## config.mk

```make
export PLATFORM = sky130hd
export DESIGN_NAME = lcdsd_useq
export DESIGN_NICKNAME = d
export VERILOG_FILES = /design/src/rtl/lcdsd_pkg.sv /design/src/rtl/lcdsd_useq.sv
export SDC_FILE = /design/constraint.sdc
export NUM_CORES = 1
export LEC_CHECK = 0
export ABC_AREA = 0
export BUFFER_PORTS_ARGS = -buffer_cell sky130_fd_sc_hd__buf_2
export CAP_MARGIN = 30
export CORE_AREA = 4 4 41 43
export DETAILED_ROUTE_END_ITERATION = 10
export DIE_AREA = 0 0 45 47
export HOLD_SLACK_MARGIN = 0.12
export PLACE_DENSITY = 0.73
export SLEW_MARGIN = 5
export SYNTH_ARGS = -nofsm -noshare
export SYNTH_HDL_FRONTEND = slang
export SYNTH_SLANG_ARGS = --single-unit
```

## constraint.sdc

```tcl
create_clock -name clk -period 3.53 [get_ports clk]
set_clock_uncertainty 0.05 [all_clocks]
set_input_delay 0.706 -clock clk [delete_from_list [all_inputs] [get_ports clk]]
set_output_delay 0.706 -clock clk [all_outputs]
set_load 0.01 [all_outputs]
```

## src/rtl/lcdsd_pkg.sv

```systemverilog
// Shared constants, types and the microcode table of the LCD shadow draw serializer.
`timescale 1ns / 1ps
package lcdsd_pkg;

  // Display geometry
  localparam int ROWS          = 64;
  localparam int WORDS_PER_ROW = 8;
  localparam int MAX_COL       = 16 * WORDS_PER_ROW - 1;

  // Frame store: entry row*8 + word
  localparam int FB_DEPTH = 512;
  localparam int FB_AW    = 9;
  localparam int FB_W     = 16;

  // Serial framing bytes
  localparam logic [7:0] SYNC_CMD  = 8'hF8;
  localparam logic [7:0] SYNC_DATA = 8'hFA;
  localparam logic [7:0] ADDR_BASE = 8'h80;

  // Microprogram steps
  localparam logic [3:0] ST_IDLE    = 4'd0;
  localparam logic [3:0] ST_ROW_SY  = 4'd1;
  localparam logic [3:0] ST_ROW_HI  = 4'd2;
  localparam logic [3:0] ST_ROW_LO  = 4'd3;
  localparam logic [3:0] ST_COL_SY  = 4'd4;
  localparam logic [3:0] ST_COL_HI  = 4'd5;
  localparam logic [3:0] ST_COL_LO  = 4'd6;
  localparam logic [3:0] ST_RD      = 4'd7;
  localparam logic [3:0] ST_WR      = 4'd8;
  localparam logic [3:0] ST_DH_SY   = 4'd9;
  localparam logic [3:0] ST_DH_HI   = 4'd10;
  localparam logic [3:0] ST_DH_LO   = 4'd11;
  localparam logic [3:0] ST_DL_SY   = 4'd12;
  localparam logic [3:0] ST_DL_HI   = 4'd13;
  localparam logic [3:0] ST_DL_LO   = 4'd14;
  localparam logic [3:0] ST_CLR     = 4'd15;

  // Which part of a framed byte goes out
  typedef enum logic [1:0] {
    K_SYNC = 2'd0,
    K_HI   = 2'd1,
    K_LO   = 2'd2
  } kind_t;

  // Which command or data byte is framed
  typedef enum logic [1:0] {
    V_ROW = 2'd0,
    V_COL = 2'd1,
    V_DHI = 2'd2,
    V_DLO = 2'd3
  } vsel_t;

  // Sequencing condition of a step
  typedef enum logic [1:0] {
    C_NEXT = 2'd0,
    C_WAIT = 2'd1,
    C_LOOP = 2'd2,
    C_CLR  = 2'd3
  } cond_t;

  typedef struct packed {
    logic       take_in;
    logic       emit;
    kind_t      kind;
    vsel_t      vsel;
    logic       sync_data;
    logic       rd;
    logic       wr;
    logic       clr;
    logic       last_chk;
    cond_t      cond;
    logic [3:0] target;
  } uc_t;

  // Gated control from sequencer to datapath
  typedef struct packed {
    logic  take_in;
    logic  load_in;
    logic  emit_go;
    kind_t kind;
    vsel_t vsel;
    logic  sync_data;
    logic  last_chk;
    logic  rd;
    logic  wr;
    logic  clr;
    logic  w_inc;
  } ctrl_t;

  // Status from datapath to sequencer
  typedef struct packed {
    logic in_fire;
    logic in_skip;
    logic out_free;
    logic word_last;
    logic clr_done;
  } stat_t;

  function automatic uc_t emit_word(input kind_t k, input vsel_t v, input logic sd);
    uc_t u;
    u           = '0;
    u.emit      = 1'b1;
    u.kind      = k;
    u.vsel      = v;
    u.sync_data = sd;
    u.cond      = C_NEXT;
    return u;
  endfunction

  // Microcode ROM
  function automatic uc_t ucode(input logic [3:0] s);
    uc_t u;
    u = '0;
    case (s)
      ST_IDLE: begin
        u.take_in = 1'b1;
        u.cond    = C_WAIT;
        u.target  = ST_ROW_SY;
      end
      ST_ROW_SY: u = emit_word(K_SYNC, V_ROW, 1'b0);
      ST_ROW_HI: u = emit_word(K_HI, V_ROW, 1'b0);
      ST_ROW_LO: u = emit_word(K_LO, V_ROW, 1'b0);
      ST_COL_SY: u = emit_word(K_SYNC, V_COL, 1'b0);
      ST_COL_HI: u = emit_word(K_HI, V_COL, 1'b0);
      ST_COL_LO: u = emit_word(K_LO, V_COL, 1'b0);
      ST_RD: begin
        u.rd   = 1'b1;
        u.cond = C_NEXT;
      end
      ST_WR: begin
        u.wr   = 1'b1;
        u.cond = C_NEXT;
      end
      ST_DH_SY: u = emit_word(K_SYNC, V_DHI, 1'b1);
      ST_DH_HI: u = emit_word(K_HI, V_DHI, 1'b1);
      ST_DH_LO: u = emit_word(K_LO, V_DHI, 1'b1);
      ST_DL_SY: u = emit_word(K_SYNC, V_DLO, 1'b1);
      ST_DL_HI: u = emit_word(K_HI, V_DLO, 1'b1);
      ST_DL_LO: begin
        u          = emit_word(K_LO, V_DLO, 1'b1);
        u.last_chk = 1'b1;
        u.cond     = C_LOOP;
        u.target   = ST_RD;
      end
      ST_CLR: begin
        u.clr    = 1'b1;
        u.cond   = C_CLR;
        u.target = ST_IDLE;
      end
      default: u = '0;
    endcase
    return u;
  endfunction

endpackage

```

## src/rtl/lcdsd_useq.sv

```systemverilog
// Microcode sequencer: step counter, control ROM lookup and conditional jumps.
`timescale 1ns / 1ps
module lcdsd_useq (
  input  logic              clk,
  input  logic              rst,
  input  lcdsd_pkg::stat_t  stat,
  output lcdsd_pkg::ctrl_t  ctrl
);

  logic [3:0]       step;
  logic [3:0]       step_next;
  lcdsd_pkg::uc_t   uc;
  logic             adv;

  // Decode the current control word and pick the next step
  always_comb begin
    uc        = lcdsd_pkg::ucode(step);
    step_next = step;
    adv       = 1'b0;
    case (uc.cond)
      lcdsd_pkg::C_NEXT: begin
        adv = !uc.emit || stat.out_free;
        if (adv) begin
          step_next = step + 4'd1;
        end
      end
      lcdsd_pkg::C_WAIT: begin
        adv = stat.in_fire;
        if (adv && !stat.in_skip) begin
          step_next = uc.target;
        end
      end
      lcdsd_pkg::C_LOOP: begin
        adv = stat.out_free;
        if (adv) begin
          step_next = stat.word_last ? lcdsd_pkg::ST_IDLE : uc.target;
        end
      end
      lcdsd_pkg::C_CLR: begin
        adv = stat.clr_done;
        if (adv) begin
          step_next = uc.target;
        end
      end
      default: begin
        adv       = 1'b0;
        step_next = lcdsd_pkg::ST_IDLE;
      end
    endcase
  end

  // Gate the control word with the advance condition
  always_comb begin
    ctrl.take_in   = uc.take_in;
    ctrl.load_in   = uc.take_in && stat.in_fire;
    ctrl.emit_go   = uc.emit && adv;
    ctrl.kind      = uc.kind;
    ctrl.vsel      = uc.vsel;
    ctrl.sync_data = uc.sync_data;
    ctrl.last_chk  = uc.last_chk;
    ctrl.rd        = uc.rd;
    ctrl.wr        = uc.wr;
    ctrl.clr       = uc.clr;
    ctrl.w_inc     = (uc.cond == lcdsd_pkg::C_LOOP) && adv && !stat.word_last;
  end

  // Step counter; start with the clearing pass
  always_ff @(posedge clk) begin
    if (rst) begin
      step <= lcdsd_pkg::ST_CLR;
    end else begin
      step <= step_next;
    end
  end

endmodule

```

==> results of run 1 <==
final timing paths:
path | startpoint | end | slack [ps] | depth (start not counted)
worst min-delay path | step[1] | step[1] | 520 | 2
worst max-delay path | step[0] | ctrl[0] | 370 | 8
worst min register to register | step[1] | step[1] | 520 | 2
worst max register to register | step[0] | step[3] | 1070 | 7
cell type report:
type / instances / area, um2 / area share, %
Timing Repair Buffer: 20 / 103 / 13.6
Clock buffer: 3 / 22.5 / 2.99
Tap cell: 15 / 18.8 / 2.49
Multi-Input combinational cell: 68 / 508 / 67.3
Sequential cell: 4 / 80.1 / 10.6
Inverter: 6 / 22.5 / 2.99
synth_stat cells, types with 2 or more instances:
cell type,number
sky130_fd_sc_hd__nor3b_1,2
sky130_fd_sc_hd__mux2i_1,3
sky130_fd_sc_hd__clkbuf_1,4
sky130_fd_sc_hd__nand2_1,4
sky130_fd_sc_hd__nand2b_1,3
sky130_fd_sc_hd__ha_1,5
sky130_fd_sc_hd__nand3_1,3
sky130_fd_sc_hd__o21a_1,2
sky130_fd_sc_hd__dfxtp_1,4
sky130_fd_sc_hd__nor2_1,6
sky130_fd_sc_hd__o32a_1,2
sky130_fd_sc_hd__and2_1,3
sky130_fd_sc_hd__inv_1,6
sky130_fd_sc_hd__nor3_1,3
sky130_fd_sc_hd__o21ai_0,3
sky130_fd_sc_hd__and3_1,3
sky130_fd_sc_hd__a21oi_1,5
sky130_fd_sc_hd__o2111ai_1,2
critical path, delay by kind of cell, from the launching register on:
family | cells | cell delay, ps
buffers and inverters | 2 | 220
DFF | 1 | 430
adders and majority gates | 1 | 350
AOI/OAI and AO/OA | 3 | 600
and+or+nand+nor | 2 | 570
power breakdown:
group	internal, W	switching, W
Sequential	0.0000676	0.0000403
Clock	0.0000378	0.0000158
Combinational	0.000295	0.000354
logic make-up (layout without fill, tap and decap cells):
logic type	Yosys count	after routing	share of synthesized area, %
multiplexers	5	5	8.74
adder cells (fa/ha/maj)	5	5	9.71
buffers and inverters	12	29	8.74
AND/OR/NAND/NOR	35	35	32.8
AO/OA/AOI/OAI	23	23	27.6
flip-flops	4	4	12.4
stage by stage:
stage                     area [um2]  hold slack [ps]  power, W  std cells
after floorplan                  644              480  0.000614         84
after global placement           732              513  0.000752        113
after detailed placement         732              525  0.000758        113
after CTS                        754              530  0.000816        116
after global routing             754              575  0.000894        116
final                            754              518  0.000810        116
routing by layer:
| layer | track usage [%] | share of wire, % | vias to the layer above |
|---|---|---|---|
| li1 | - | - | 347 |
| met1 | 19.4 | 48 | 319 |
| met2 | 29.9 | 47 | 17 |
| met3 | 2.30 | 4.9 | 0 |
| met4 | 7.60 | 0 | 0 |
| met5 | 0 | 0 | - |
==> results.md, run 1 <==
- Setup repair after global routing left no endpoint under its margin.
- The tree is rooted in a sky130_fd_sc_hd__clkbuf_4.
- Global routing used 16.6% of the available tracks.
- The count of endpoints failing setup in the final report is 0.
- In this run, the number of DRC markers left after iteration 0 of detailed routing was 13.
- Cells with a size suffix above 1 make up 27.7% of the layout.
- The leading register cell type out of synthesis is sky130_fd_sc_hd__dfxtp_1.
- Yosys attributes the largest share of cell area to sky130_fd_sc_hd__dfxtp_1, sky130_fd_sc_hd__ha_1, sky130_fd_sc_hd__mux2i_1, sky130_fd_sc_hd__a21oi_1, sky130_fd_sc_hd__inv_1.
- The number of nets produced by synthesis is 96.
- The register with the most flip-flops in the layout has 4 of them.
- Fill cells in the final layout number 136.
- After detailed routing, the number of vias per cell comes to 5.89.
- Detailed placement finished with a half-perimeter wire length of 1.23 mm.
- Ranked by flip-flop count, first place goes to step.
- The first-pass GRT wire length is 2.62 mm.
- The final net count is 115.
- The die covers 2120 um2.
- The number of clock buffers added by TritonCTS is 3.
- The via count of the first global-routing pass is 620.
- The tool flagged a number of max-cap violations equal to 0.
- The count of buffers added on input and output ports is 19.
- IR analysis of the VDD net gives a maximum drop of 0.493 mV.
- The signal on the critical path passes through inv_1 > ha_1 > or3_1 > a21oi_1 > o32ai_2 > a21oi_1 > and3_1 > buf_2.
- Power spread over the standard cell area amounts to 1070 nW/um2.
- STA classifies the critical path startpoint as a register.
- The number of hold buffers added after CTS was 0.
- The count of distinct cell types in the synthesized netlist is 39.
- TritonCTS built the clock tree.
- Data on the critical path is required at its endpoint by 2770 ps.
- The slew at the pin closest to its max-slew limit is 523 ps.
- The final total negative setup slack is 0 ps.
- The wire length per cell after detailed routing is 13.6 um.
- The clock tree buffer depth is 2.
- The routed layout has 683 vias.
- The largest registers in the layout are step (4).
- The total overflow reported by the global router is 0.
- The slowest stage cell on the critical path is sky130_fd_sc_hd__dfxtp_1.
- The layout overhead on the synthesized area is 17.1%.
- The fraction of the yosys area taken by sequential cells is 12.4%.
- The max-slew violation count is 0.
- In this design, the stage delay of the slowest critical-path cell is 430 ps.
- CTS built an H-tree with a depth of 1.
- The initial antenna violation count is 0.
- The start-to-end type of the worst setup path is register to primary output.
- The synthesized design spends more area on one cell type than any other, namely sky130_fd_sc_hd__dfxtp_1.
- The arrival time at the worst endpoint is 2410 ps.
- The final number of hold-violating endpoints is 0.
- Cells fill 58.0% of the core in the end.
- The remaining design rule violation count is 0.
- The final critical path time including I/O delays and setup is 3160 ps.
- The post-placement setup slack is 611 ps.
- Setup slack closes at 366 ps.
- The die extent in x is 45 um.
- Among the stages of the critical path, the cell type that occurs most often is sky130_fd_sc_hd__a21oi_1.
- The initial core utilization is 49.5%.
- The post-synthesis instance area is 644 um2.
- The core region is 1300 um2.
- For the worst-skew pair, the clock arrives at the later sink with an insertion delay of 230 ps.
- The top cell type by area accounts for 12.4% of the synthesized area.
- Counting every instance in the synthesized netlist gives 84.
- For this block, the routed nets add up to 1.58 mm of wire.
- The final weighted congestion in routability-driven placement is 0.898.
- The share of the clock period used by the worst path after layout is 89.6%.
- The top cell types in the final layout, fill and taps aside, are sky130_fd_sc_hd__buf_2, sky130_fd_sc_hd__inv_1, sky130_fd_sc_hd__nor2_1.
- The row count is 13.
- The share of synthesized registers carrying an async set or reset is 0%.
- The detailed-routing iteration count for the pre-antenna-repair pass is 4.
- Based on the critical path, the design can be clocked at up to 0.316 GHz.
- The flop and latch count out of synthesis is 4.
- In this run the worst path has a maximum fanout of 13.
- The worst setup path is captured at a primary output.
- The flow ran to the end, and the final reports show no timing, DRC or antenna violations.
- Leaving out fill and tap cells, the most frequent cell in the layout is sky130_fd_sc_hd__buf_2.
- The average instance in the mapped netlist occupies 7.67 um2.
- In this run the static leakage power is 0.383 nW.
- In this run the tightest slew margin relative to its limit is 65.1%.
- The tree built by TritonCTS fans out to 4 sinks.
- The residual antenna-violating net count after detailed routing is 0.
- The kind of path behind the tightest hold check is register to register.
- The clock transition at the registers of the reported paths is 30 ps.
- Entering global routing, the biggest net connects 19 pins.
- The die is 47 um tall.
- In this run the post-CTS setup repair buffer count came out at 0.
- The number of resized instances in the post-cts repair step is 0.
- The number of antenna diodes in the final layout is 0.
- Counting flops with a built-in enable in the synthesized netlist gives 0.
- The number of top-level pins is 20.
- The count of warnings emitted by yosys is 0.
No activity file was read; power rests on OpenSTA's default activity.
==> run 2: changes to the inputs <==
Settings changed: CORE_AREA 4 4 41 43 to unset, CORE_ASPECT_RATIO set to 1.1, CORE_MARGIN set to 4, CORE_UTILIZATION set to 44, DIE_AREA 0 0 45 47 to unset, PLACE_DENSITY 0.73 to 0.7.
Clock period 3.53 ns to 2.8 ns, I/O delays scaled along.
==> results.md, run 2 (synthesis gave the netlist of run 1 again) <==
- The run finished with clean final reports.
- The met1 usage is 21.1%.
- The library cell used most frequently in the layout, excluding fill and tap cells, is sky130_fd_sc_hd__buf_2.
- Headroom to the max-slew limit came out at 68.4%.
- The number of sinks handled by clock tree synthesis is 4.
- Traced cell by cell, the critical path runs through ha_2 > mux2_4 > o31a_1 > o31ai_2 > a21oi_2 > and3_1 > buf_2.
- The category of the worst setup path launch point is a register.
- Data arrives at the worst endpoint at 2140 ps.
- At the pin with the least slew margin, the transition time is 470 ps.
- For this block, the initial DRC count from the detailed router was 18.
- The largest net degree at the start of global routing is 12.
- The max-slew violation count is 0.
- Summed over all layers, the global routing overflow is 0.
- The number of antenna diodes in the final layout is 0.
- In the layout the commonest cells are sky130_fd_sc_hd__buf_2, sky130_fd_sc_hd__nor2_1, sky130_fd_sc_hd__buf_4.
- The fraction of power consumed by the clock network is 5.9%.
- The remaining design rule violation count is 0.
- In this run the horizontal extent of the chip is 44.5 um.
- The residual antenna-violating net count after detailed routing is 0.
- Counting both buffers and inverters, the worst setup path holds a total of 1.
- The largest registers in the layout are step (4).
- The layout overhead on the synthesized area is 28.5%.
- For this design the static power due to leakage is 0.402 nW.
- The cell-internal power is 0.000581 W.
- The initialized floorplan defines 14 standard-cell rows.
- Setup repair after global routing could not meet its margin everywhere.
- Across all layers, the routed design uses 711 vias.
- The capturing element type of the critical path is a primary output.
- The net count of the finished layout is 120.
- The portion of total power attributed to combinational logic is 80.7%.
- Of the available clock period, the critical path in the final layout requires 98.4%.
- The final wirelength is 1.74 mm.
- In the routed layout, each cell is associated on average with a via count of 5.83.
- The post-placement cell count is 118.
- The switching power of the nets is 0.000563 W.
- Leaving out filler cells and counting taps, the final layout contains 122.
- The die is 48.1 um tall.
- On the final layout, the worst hold slack is 507 ps.
- For this run, the share of the core covered by cells in the final layout is 59.9%.
- For the final routed database, the setup TNS stands at 0 ps.
- Timing would allow up to 0.363 GHz.
- The clock tree from TritonCTS is done.
- Sequential cells burn 13.4% of the power.
- The required arrival time at the worst endpoint is 2190 ps.
- After layout, the minimum clock period comes to 2750 ps.
- The tool flagged a number of max-cap violations equal to 0.
- Of the cells placed in the final design, the portion with a size suffix greater than 1 is 40.6%.
- The delay contributed by the slowest stage of the critical path is 360 ps.
- The final weighted congestion in routability-driven placement is 0.827.
- Among all stages on the critical path, the largest delay is contributed by sky130_fd_sc_hd__dfxtp_4.
- The core region is 1380 um2.
- Pin placement for this block handled 20 I/O pins.
- In this run the worst path has a maximum fanout of 7.
- The estimated wirelength of the detail-placed design is 1.26 mm.
- The routing usage on met3 is 3.32%.
- The initial core utilization is 46.6%.
- Ranked by flip-flop count, first place goes to step.
- Setup violations remaining at the end of the flow were counted as 0.
- The detailed-routing iteration count for the pre-antenna-repair pass is 4.
- After global routing, the most crowded layer is met2.
- The kind of path behind the tightest hold check is register to register.
- The total power is 0.00114 W.
- The maximum vdd drop is 0.599 mV.
- The initial antenna violation count is 0.
- The final number of hold-violating endpoints came to 0.
- The clock passes through at most 2 buffers.
- The clock root buffer master is sky130_fd_sc_hd__clkbuf_4.
- The clock reaches the later pin of the worst-skew pair after 230 ps.
- CTS built an H-tree with a depth of 1.
- Clock-pin slew was measured on the worst setup and hold paths at 30 ps.
- Dividing total power by cell area gives a power density of 1380 nW/um2.
- The routing usage on met2 is 26.4%.
- The flip-flop count of the largest register after layout is 4.
- The die covers 2140 um2.
- The first global-routing pass estimated 2.57 mm of wire.
- The wire length per cell after detailed routing is 14.2 um.
- In this run, CTS created clock tree buffers numbering 3.
- The combined global-route utilization of all metal layers is 15.9%.
- In this run switching power makes up 49.2% of total power.
- The via count of the first global-routing pass is 595.
- The start-to-end type of the worst setup path is register to primary output.
- The kind of cell with the highest combined delay along the critical path is compound AO/OA/AOI/OAI gates.
- Input and output buffers added on the ports amount to 19.
run 2: cell types whose count changed in the layout (fill, tap and decap cells not counted), moves of 2 or more:
| cell | delta |
|---|---|
| sky130_fd_sc_hd__buf_4 | +5 |
| sky130_fd_sc_hd__dfxtp_1 | -3 |
| sky130_fd_sc_hd__dfxtp_4 | +2 |
| sky130_fd_sc_hd__ha_1 | -3 |
| sky130_fd_sc_hd__ha_2 | +2 |
| sky130_fd_sc_hd__inv_1 | -2 |
| sky130_fd_sc_hd__inv_2 | +2 |
run 2: cell type report:
class	instances	area, um2
fill	132	556
multi-input combinational	68	534
timing repair buffer	25	140
sequential	4	88.8
clock buffer	3	22.5
inverter	6	22.5
tap	16	20.0
run 2: through the flow:
step | cell area, um2 | setup WS [ps]
after floorplan | 644 | 380
after global placement | 763 | 132
after detailed placement | 763 | 110
after CTS | 796 | 16.3
after global routing | 828 | -32.0
final | 828 | 45.6
run 2: path summary, 6_finish.rpt:
| kind | start | to | slack [ps] | cells past startpoint |
|---|---|---|---|---|
| max reg2reg | step[0] | step[2] | 470 | 7 |
| max | step[0] | ctrl[0] | 50 | 7 |
| min | step[1] | step[1] | 510 | 2 |
| min reg2reg | step[1] | step[1] | 510 | 2 |
run 2: what timing repair did:
| item | in CTS | in global routing |
|---|---|---|
| endpoints found under the setup margin | 2 | 2 |
| gates resized for setup | 4 | 9 |
| pin swaps | 0 | 3 |
| hold buffers | 0 | 0 |
| setup buffers | 0 | 1 |
run 2: metal layers:
metal / up-vias / routed length, um / share of wire (%)
met2: 29 / 835 / 48
met1: 322 / 763 / 44
met3: 4 / 100 / 5.8
met4: 0 / 36 / 2.1
li1: 356 / - / -
met5: - / 0 / 0
run 2: worst register-to-register path, stage by stage, from the launching register on:
cell and delay (ps):
sky130_fd_sc_hd__dfxtp_4 360, sky130_fd_sc_hd__ha_2 230, sky130_fd_sc_hd__mux2_4 290, sky130_fd_sc_hd__o31a_1 340
sky130_fd_sc_hd__buf_4 150, sky130_fd_sc_hd__or3_4 390, sky130_fd_sc_hd__a211o_1 290, sky130_fd_sc_hd__o311a_1 100
run 2: power groups by stage:
| stage | registers, W | clock network, W | logic (W) |
|---|---|---|---|
| after floorplan | 0.000109 | 0 | 0.000664 |
| after global placement | 0.000140 | 0 | 0.000854 |
| after detailed placement | 0.000141 | 0 | 0.000855 |
| after CTS | 0.000143 | 0.0000716 | 0.000869 |
| after global routing | 0.000162 | 0.0000763 | 0.00101 |
| final | 0.000154 | 0.0000674 | 0.000922 |
==> run 3: changes to the inputs <==
Settings changed: CORE_ASPECT_RATIO 1.1 to unset.
==> results.md, run 3 (synthesis gave the netlist of run 1 again) <==
- The share of the clock period used by the worst path after layout is 97.1%.
- STA classifies the critical path endpoint as a primary output.
- The wire length per cell after detailed routing is 13.6 um.
- Routability-driven placement finished with a final weighted congestion of 0.855.
- In the layout the commonest cells are sky130_fd_sc_hd__buf_2, sky130_fd_sc_hd__buf_4, sky130_fd_sc_hd__nor2_1.
- The power density of the placed cells is 1380 nW/um2.
- The die covers 2140 um2.
- For this design the static power due to leakage is 0.426 nW.
- The start-to-end type of the worst setup path is register to primary output.
- TritonCTS created 3 clock buffers.
- The count of endpoints failing setup in the final report is 0.
- The clock passes through at most 2 buffers.
- The max-slew violation count is 0.
- The clock drives 4 sinks.
- The via count of the first global-routing pass is 584.
- The overall die height is 46.3 um.
- The maximum vdd drop is 0.718 mV.
- The deepest level of the CTS H-tree is 1.
- The detailed-route via count is 726.
- The core box area is 1330 um2.
- The post-placement cell count is 117.
- Entering global routing, the biggest net connects 12 pins.
- The detail-routed via count per cell is 5.81.
- The signal on the critical path passes through inv_1 > ha_4 > mux2_4 > o31a_1 > o31ai_2 > a21oi_2 > and3_1 > buf_2.
- Of the cells placed in the final design, the portion with a size suffix greater than 1 is 42.7%.
- The detailed-routing iteration count for the pre-antenna-repair pass is 4.
- Once routing completed, OpenROAD measured the worst setup slack at 81.9 ps.
- The final critical path time including I/O delays and setup is 2720 ps.
- The number of diodes added for antenna fixing is 0.
- For the pin with the worst max-slew slack, the measured transition is 405 ps.
- The kind of path behind the tightest hold check is register to register.
- The largest register by flop count is step.
- The run finished with clean final reports.
- The final number of hold-violating endpoints is 0.
- Fill cells in the final layout number 128.
- The clock tree from TritonCTS is done.
- The HPWL after detailed placement is 1.24 mm.
- The category of the worst setup path launch point is a register.
- In this run the tool buffered the top-level ports with 19 buffer cells.
- Headroom to the max-slew limit came out at 72.7%.
- The floorplan has 13 rows.
- The residual antenna-violating net count after detailed routing is 0.
- In the routed design, unresolved DRC markers number 0.
- The final cell count without fillers is 125.
- The initial antenna violation count is 0.
- STA puts the critical path data required time at 2190 ps.
- The arrival time at the worst endpoint is 2110 ps.
- The initial core utilization is 48.3%.
- The number of top-level pins is 20.
- The count of routing violations after the opening detailed-route iteration is 26.
- For this run, the top clock speed supported by timing is 0.368 GHz.
- From left edge to right edge, the die measures 46.3 um.
- The final wirelength is 1.71 mm.
- The post-placement setup slack is 160 ps.
- Global routing consumed, over all layers together, 16.5% of the routing resources.
- The clock transition at the registers of the reported paths is 40 ps.
- Across the run, the number of max-cap violations was 0.
- On the worst path, the slowest cell contributes a delay of 350 ps.
- The clock root buffer master is sky130_fd_sc_hd__clkbuf_4.
- The register with the most flip-flops in the layout has 4 of them.
- The total overflow reported by the global router is 0.
- Of all nets on the critical path, the largest fanout is 6.
- The layout overhead on the synthesized area is 35.7%.
- The slowest stage cell on the critical path is sky130_fd_sc_hd__dfxtp_4.
- The commonest non-fill, non-tap cell in the layout is sky130_fd_sc_hd__buf_2.
- The final net count is 124.
- Clock latency on the worst-skew pair, taken at its later pin, is 240 ps.
- The first-pass GRT wire length is 2.59 mm.
- The largest registers in the layout are step (4).
run 3: power by group:
| part | total (W) | internal, W | switching (W) |
|---|---|---|---|
| Sequential | 0.000142 | 0.0000940 | 0.0000477 |
| Combinational | 0.000990 | 0.000483 | 0.000507 |
| Clock | 0.0000731 | 0.0000481 | 0.0000251 |
| Total | 0.00120 | 0.000625 | 0.000580 |
run 3: critical path: cells and delay by family (launching register included):
family / cells / cell delay [ps]
muxes: 1 / 270
buffers and inverters: 2 / 210
AOI/OAI and AO/OA: 3 / 690
and+or+nand+nor: 1 / 160
DFF: 1 / 350
adders and majority gates: 1 / 180
run 3: layout make-up:
type	count	area (um2)	share of cell area, %
repair buffers	29	170	19.5
flip-flops and latches	4	88.8	10.2
clock buffers	3	22.5	2.58
multi-input cells	68	552	63.1
inverters	6	22.5	2.58
well taps	15	18.8	2.15
run 3: worst paths after layout:
path              endpoint  cells past startpoint    start  slack [ps]
setup / recovery   ctrl[0]                      8  step[0]          80
hold / removal     step[1]                      2  step[1]         510
setup reg to reg   step[2]                      8  step[0]         450
hold reg to reg    step[1]                      2  step[1]         510
run 3: timing repair:
action / 4_1_cts / 5_1_grt
setup buffers: 0 / 5
resized for setup: 4 / 10
pin swaps: 1 / 5
setup endpoints to repair: 2 / 2
hold buffers: 0 / 0
run 3: routing by layer:
metal | vias up | track usage (%) | routed length (um)
met5 | - | 0 | 0
met4 | 0 | 6.25 | 16
met3 | 2 | 3.13 | 88
met2 | 18 | 26.1 | 821
met1 | 341 | 21.9 | 779
li1 | 365 | - | -
run 3: metrics by stage:
stage	TNS [ps]	hold slack [ps]	instance area [um2]	power (W)	utilization, %
floorplan	0	480	644	0.000774	-
global placement	0	508	762	0.000985	57.1
detailed placement	0	525	762	0.000991	57.1
CTS	0	501	793	0.00108	59.5
global route	-24.9	541	875	0.00132	65.6
finish	0	508	875	0.00120	65.6
